File: config.mk
export PLATFORM = sky130hd
export DESIGN_NAME = icy_mdf_core
export DESIGN_NICKNAME = d
export VERILOG_FILES = /design/src/hdl/icy_mdf_pkg.sv /design/src/hdl/icy_mdf_core.sv
export VERILOG_INCLUDE_DIRS = /design/src /design/src/hdl
export SDC_FILE = /design/constraint.sdc
export NUM_CORES = 1
export LEC_CHECK = 0
export BUFFER_PORTS_ARGS = -buffer_cell sky130_fd_sc_hd__buf_2
export CELL_PAD_IN_SITES_DETAIL_PLACEMENT = 1
export CELL_PAD_IN_SITES_GLOBAL_PLACEMENT = 1
export CORE_ASPECT_RATIO = 1.75
export CORE_MARGIN = 8
export CORE_UTILIZATION = 40
export DETAILED_ROUTE_END_ITERATION = 10
export PLACE_DENSITY = 0.74
export SETUP_SLACK_MARGIN = 0.2
export SYNTH_ARGS = -nofsm -noshare
export SYNTH_HDL_FRONTEND = slang
export SYNTH_SLANG_ARGS = --single-unit
File: constraint.sdc
create_clock -name clk -period 4.1 [get_ports clk]
set_input_delay 0.41 -clock clk [delete_from_list [all_inputs] [get_ports clk]]
set_output_delay 0.41 -clock clk [all_outputs]
set_load 0.05 [all_outputs]
File: src/hdl/icy_metadata_deframer_unit_defines.svh
`ifndef ICY_METADATA_DEFRAMER_UNIT_DEFINES_SVH
`define ICY_METADATA_DEFRAMER_UNIT_DEFINES_SVH

// Check a property on every clock edge outside reset.
`define IMD_ASSERT(lbl, prop, msg) \
  lbl: assert property (@(posedge clk) disable iff (rst) (prop)) else $error(msg);

// Check a property on every clock edge, reset included.
`define IMD_ASSERT_ALWAYS(lbl, prop, msg) \
  lbl: assert property (@(posedge clk) (prop)) else $error(msg);

`endif

File: src/hdl/icy_mdf_pkg.sv
package icy_mdf_pkg;

  localparam int COUNT_WIDTH = 24;
  localparam int CMP_W       = 32;
  localparam int INTERVAL_W  = 24;
  localparam int REMAIN_W    = 12;
  localparam int KEY_LEN     = 13;
  localparam int MATCH_W     = 4;

  localparam logic [COUNT_WIDTH-1:0] COUNT_MAX = {COUNT_WIDTH{1'b1}};
  localparam logic [7:0] TERM_CHAR = 8'h3B;

  localparam logic [7:0] TITLE_KEY [0:KEY_LEN-1] = '{
    8'h53, 8'h74, 8'h72, 8'h65, 8'h61, 8'h6D, 8'h54,
    8'h69, 8'h74, 8'h6C, 8'h65, 8'h3D, 8'h27
  };

  typedef enum logic [1:0] {
    KIND_AUDIO = 2'd0,
    KIND_TITLE = 2'd1,
    KIND_DONE  = 2'd2,
    KIND_DROP  = 2'd3
  } kind_t;

  typedef enum logic [1:0] {
    PH_AUDIO = 2'd0,
    PH_LEN   = 2'd1,
    PH_META  = 2'd2
  } phase_t;

  typedef enum logic {
    REG_META_INTERVAL = 1'b0,
    REG_TITLE_ENABLE  = 1'b1
  } reg_index_t;

  typedef struct packed {
    logic [INTERVAL_W-1:0] meta_interval;
    logic                  title_enable;
  } cfg_t;

  typedef struct packed {
    logic       hit;
    kind_t      kind;
    logic [7:0] data;
  } res_t;

endpackage

File: src/hdl/icy_mdf_core.sv
module icy_mdf_core import icy_mdf_pkg::*; (
  input  logic       clk,
  input  logic       rst,
  input  logic       step,
  input  logic [7:0] data_byte,
  input  cfg_t       cfg,
  output res_t       res
);

  `include "icy_metadata_deframer_unit_defines.svh"

  phase_t                 phase, phase_next;
  logic [COUNT_WIDTH-1:0] audio_count, audio_count_next;
  logic [REMAIN_W-1:0]    meta_remaining, meta_remaining_next;
  logic [MATCH_W-1:0]     match_pos, match_pos_next;
  logic                   in_title, in_title_next;
  logic                   title_seen, title_seen_next;
  logic [7:0]             held_byte, held_byte_next;
  logic                   held_valid, held_valid_next;

  logic                   take_len;
  logic                   interval_hit;
  logic [COUNT_WIDTH-1:0] count_inc;
  logic [REMAIN_W-1:0]    rem_dec;
  logic [REMAIN_W-1:0]    len_blocks;
  logic                   last;
  logic                   key_ok;
  logic [MATCH_W-1:0]     match_step;

  assign interval_hit = CMP_W'(audio_count) >= CMP_W'(cfg.meta_interval);
  assign count_inc    = (audio_count == COUNT_MAX) ? audio_count
                                                   : audio_count + COUNT_WIDTH'(1);
  assign rem_dec      = (meta_remaining != '0) ? meta_remaining - REMAIN_W'(1)
                                               : meta_remaining;
  assign last         = (rem_dec == '0);
  assign len_blocks   = {data_byte, 4'b0000};
  assign key_ok       = (match_pos < MATCH_W'(KEY_LEN)) &&
                        (data_byte == TITLE_KEY[match_pos]);

  always_comb begin
    phase_next          = phase;
    audio_count_next    = audio_count;
    meta_remaining_next = meta_remaining;
    match_pos_next      = match_pos;
    in_title_next       = in_title;
    title_seen_next     = title_seen;
    held_byte_next      = held_byte;
    held_valid_next     = held_valid;
    res                 = '{hit: 1'b0, kind: KIND_AUDIO, data: 8'h00};
    take_len            = 1'b0;
    match_step          = '0;

    case (phase)
      PH_LEN: begin
        take_len = 1'b1;
      end
      PH_META: begin
        meta_remaining_next = rem_dec;
        if (last) begin
          phase_next = PH_AUDIO;
        end
        if (cfg.title_enable) begin
          if (in_title) begin
            if (data_byte == TERM_CHAR) begin
              in_title_next   = 1'b0;
              held_valid_next = 1'b0;
              res             = '{hit: 1'b1, kind: KIND_DONE, data: 8'h00};
            end else if (data_byte == 8'h00 || last) begin
              in_title_next   = 1'b0;
              held_valid_next = 1'b0;
              res             = '{hit: 1'b1, kind: KIND_DROP, data: 8'h00};
            end else begin
              if (held_valid) begin
                res = '{hit: 1'b1, kind: KIND_TITLE, data: held_byte};
              end
              held_byte_next  = data_byte;
              held_valid_next = 1'b1;
            end
          end else if (!title_seen) begin
            if (key_ok) begin
              match_step = match_pos + MATCH_W'(1);
            end else begin
              match_step = (data_byte == TITLE_KEY[0]) ? MATCH_W'(1) : '0;
            end
            match_pos_next = match_step;
            if (match_step >= MATCH_W'(KEY_LEN)) begin
              match_pos_next  = '0;
              title_seen_next = 1'b1;
              if (!last) begin
                in_title_next   = 1'b1;
                held_valid_next = 1'b0;
                held_byte_next  = 8'h00;
              end
            end
          end
        end
      end
      default: begin
        phase_next = PH_AUDIO;
        if (cfg.meta_interval == '0) begin
          res = '{hit: 1'b1, kind: KIND_AUDIO, data: data_byte};
        end else if (interval_hit) begin
          audio_count_next = '0;
          take_len         = 1'b1;
        end else begin
          res = '{hit: 1'b1, kind: KIND_AUDIO, data: data_byte};
          if (CMP_W'(count_inc) >= CMP_W'(cfg.meta_interval)) begin
            audio_count_next = '0;
            phase_next       = PH_LEN;
          end else begin
            audio_count_next = count_inc;
          end
        end
      end
    endcase

    if (take_len) begin
      meta_remaining_next = len_blocks;
      phase_next          = (len_blocks == '0) ? PH_AUDIO : PH_META;
      match_pos_next      = '0;
      in_title_next       = 1'b0;
      title_seen_next     = 1'b0;
      held_byte_next      = 8'h00;
      held_valid_next     = 1'b0;
    end

    if (!step) begin
      res.hit = 1'b0;
    end
  end

  always_ff @(posedge clk) begin
    if (rst) begin
      phase          <= PH_AUDIO;
      audio_count    <= '0;
      meta_remaining <= '0;
      match_pos      <= '0;
      in_title       <= 1'b0;
      title_seen     <= 1'b0;
      held_byte      <= 8'h00;
      held_valid     <= 1'b0;
    end else if (step) begin
      phase          <= phase_next;
      audio_count    <= audio_count_next;
      meta_remaining <= meta_remaining_next;
      match_pos      <= match_pos_next;
      in_title       <= in_title_next;
      title_seen     <= title_seen_next;
      held_byte      <= held_byte_next;
      held_valid     <= held_valid_next;
    end
  end

  `IMD_ASSERT(a_held_needs_title, !in_title |-> !held_valid, "held byte outside a title")
  `IMD_ASSERT(a_title_after_key, in_title |-> title_seen, "title open without key match")
  `IMD_ASSERT(a_meta_not_empty, (phase == PH_META) |-> (meta_remaining != '0),
              "metadata phase with no bytes left")

endmodule

==> impl_metrics.json <==
{
  "path_max_fanout": 8,
  "vias": 5318,
  "yosysUniqueCellTypes": 63,
  "critPathLaunchType": "flop",
  "wl_per_cell_um": 20.6,
  "hold_viol": 0,
  "sw_frac_of_total_pct": 29.1,
  "irDropWorstVdd_v": 0.000137,
  "fin_area_um2": 5930,
  "drt-initial-drc-count": 153,
  "placed_area_um2": 5510,
  "clkTransAtPathRegs_ns": 0.08,
  "h-tree-depth": 2,
  "critical_path_class": "reg2out",
  "drt_wl_total_um": 18300,
  "synth_area_per_cell_um2": 7.51,
  "dieArea_um2": 16400,
  "grt_use_total_pct": 22.2,
  "power_frac_clock_pct": 40.2,
  "nets": 811,
  "grt_max_degree": 32,
  "fp.dieW_um": 100,
  "finalHoldWorstSlack_ns": 0.428,
  "grt_overflow": 0,
  "dr.pass1.iters": 4,
  "cts_tree": "yes",
  "clk_latency_ns": 0.31,
  "cp-end-kind": "primary output",
  "initial_core_util_pct": 40.5,
  "syn-cell-area_um2": 4980,
  "drc_errors": 0,
  "gp_congestion": 0.916,
  "status": "finished, final reports clean",
  "power.leakage_nw": 2.50,
  "cts_made_buffers": 5,
  "area_growth_pct": 19.1,
  "portBuffers": 46,
  "cts_root_buf": "clkbuf_16",
  "grt_pass1_vias": 5881,
  "netSwitchingPower_mw": 0.325,
  "fin_worst_skew_ns": 0.00883,
  "pwr-share-seq_pct": 46.3,
  "antenna_found_initial": 0,
  "layout_worst_path_cycle_share_pct": 92.8,
  "synth_top_area_share_pct": 21.3,
  "cp.required_ns": 3.69,
  "cts.path.max_buffers": 2,
  "die_h_um": 164,
  "cts.sinks": 53,
  "synth_seq_cells": 53,
  "cts_hold_buffers": 0,
  "relSlewSlack_pct": 29.9,
  "p_per_area_nw_per_um2": 189,
  "synth_cells": 663,
  "finalCriticalPeriod_ns": 3.80,
  "ys_top_cells_by_area": "dfxtp_1 21%, ha_1 14%, a21oi_1 5.1%, nand2_1 5.0%, nand3_1 4.6%",
  "yosysWarningCount": 0,
  "synthFlopType": "dfxtp_1",
  "post_route_cells_drive_above_1_share_pct": 19.5,
  "detail-route-antenna-nets": 0,
  "grt_first_pass_wirelength_um": 28700,
  "setup_viol_count_final": 0,
  "cellInternalPower_mw": 0.793,
  "diodes": 0,
  "core_um2": 12300,
  "yosys.area.top_type": "dfxtp_1",
  "finalMaxSlewViolations": 0,
  "worstMarginPinSlew_ns": 1.05,
  "dp_hpwl_um": 14300,
  "num_rows": 54,
  "async_flop_share_pct": 0,
  "ios": 47,
  "arrival_ns": 3.39,
  "rsz0062_at_grt": "false",
  "timing.fmax_mhz": 263,
  "seq_area_frac_synth_pct": 21.3,
  "synth_edf_count": 0,
  "pwr-share-comb_pct": 13.4,
  "vias_per_cell": 6.00,
  "worst_hold_path_type": "in2reg",
  "synth_fp_nets": 756,
  "max-cap-violations": 0
}
-- synthesized netlist by cell type (9+ instances only) --
cell / count
nand2b_1: 11
nand2_1: 66
a31oi_1: 11
xnor2_1: 14
clkbuf_1: 24
nand3_1: 46
nor3_1: 20
nand4_1: 13
xor2_1: 9
ha_1: 57
o21ai_0: 25
a21oi_1: 51
mux2i_1: 21
dfxtp_1: 53
nor4_1: 15
nor2_1: 49
inv_1: 49
-- placed cells by master, fill, tap and decap left out, types with 6 or more instances in the layout --
cell and instances:
nand2b_1 11, a21oi_1 48, buf_4 40, o21ai_0 25, nor4_1 15, a22o_1 8, a31oi_1 10, o211ai_1 7
dfxtp_2 8, inv_1 49, mux2_2 6, buf_2 36, clkbuf_16 6, xor2_1 9, mux2i_1 21, dfxtp_1 44
ha_1 55, nand3_1 44, nand4_1 13, nand2_1 65, nor3_1 17, nor2_1 48, a21o_1 6, xnor2_1 13
-- sequential cells by signal, summed over array words and instances, names as in the netlist --
signal	flops
meta_remaining	12
match_pos	4
audio_count	24
held_valid	1
title_seen	1
held_byte	8
in_title	1
phase	2
-- metrics by stage --
step / std cells / setup WS (ns) / setup TNS [ns] / util (%) / power, mW
after floorplan: 663 / 0.211 / 0 / - / 0.615
after global placement: 872 / -0.0633 / -0.733 / 44.8 / 0.670
after detailed placement: 872 / -0.120 / -1.69 / 44.8 / 0.677
after CTS: 884 / 0.205 / 0 / 46.9 / 1.12
after global routing: 887 / 0.154 / 0 / 48.3 / 1.16
final: 887 / 0.297 / 0 / 48.3 / 1.12
-- cell type report --
cell class	instances	area [um^2]
inverters	50	188
well taps	168	210
flip-flops and latches	53	1070
clock inverters	3	22.5
multi-input cells	527	3740
clock buffers	5	125
repair buffers	81	576
fillers	1561	6360
-- worst paths after layout --
kind,cells after the start,slack [ns],startpoint,endpoint
min,3,0.43,data_byte[7],held_byte[7]
max,11,0.30,meta_remaining[0],res[2]
min reg2reg,2,0.48,held_byte[7],held_byte[7]
max reg2reg,18,0.33,audio_count[23],audio_count[12]
-- metal layers --
layer / vias up / routed length, um / global-route usage (%)
met5: - / 0 / 0
met4: 0 / 1190 / 15.9
met3: 67 / 417 / 2.48
met2: 127 / 10300 / 44.7
met1: 2598 / 6350 / 19.3
li1: 2526 / - / -
-- worst max-delay path: stages (launching register included) --
cell     delay (ns)
dfxtp_1        0.36
inv_1          0.08
ha_2           0.21
or3b_4         0.43
nor3_4         0.19
mux2_2         0.38
or4_4          0.57
nor4_4         0.17
nor2_1         0.10
and3_4         0.21
a22o_1         0.19
buf_4          0.19
-- power groups by stage --
stage | sequential, mW | clock, mW | combinational, mW
3_5_place_dp | 0.530 | 0 | 0.147
2_1_floorplan | 0.529 | 0 | 0.0853
5_1_grt | 0.518 | 0.477 | 0.166
4_1_cts | 0.518 | 0.457 | 0.148
6_report | 0.518 | 0.450 | 0.150
3_3_place_gp | 0.530 | 0 | 0.140
-- cells by family after synthesis --
group,Yosys count,share of synthesized area [%]
muxes,27,5.58
AOI/OAI and AO/OA,149,19.6
adders and majority gates,57,14.3
DFF,53,21.3
and+or+nand+nor,271,28.4
buffers and inverters,83,6.81
xor gates and xnor gates,23,4.04
-- repair_timing --
item,CTS,global route
endpoints found under the hold margin,0,0
gates resized for setup,14,50
pin swaps,2,17
buffers inserted,3,2
gates cloned,1,1
endpoints found under the setup margin,34,34
(Power assumes the default switching activity.)
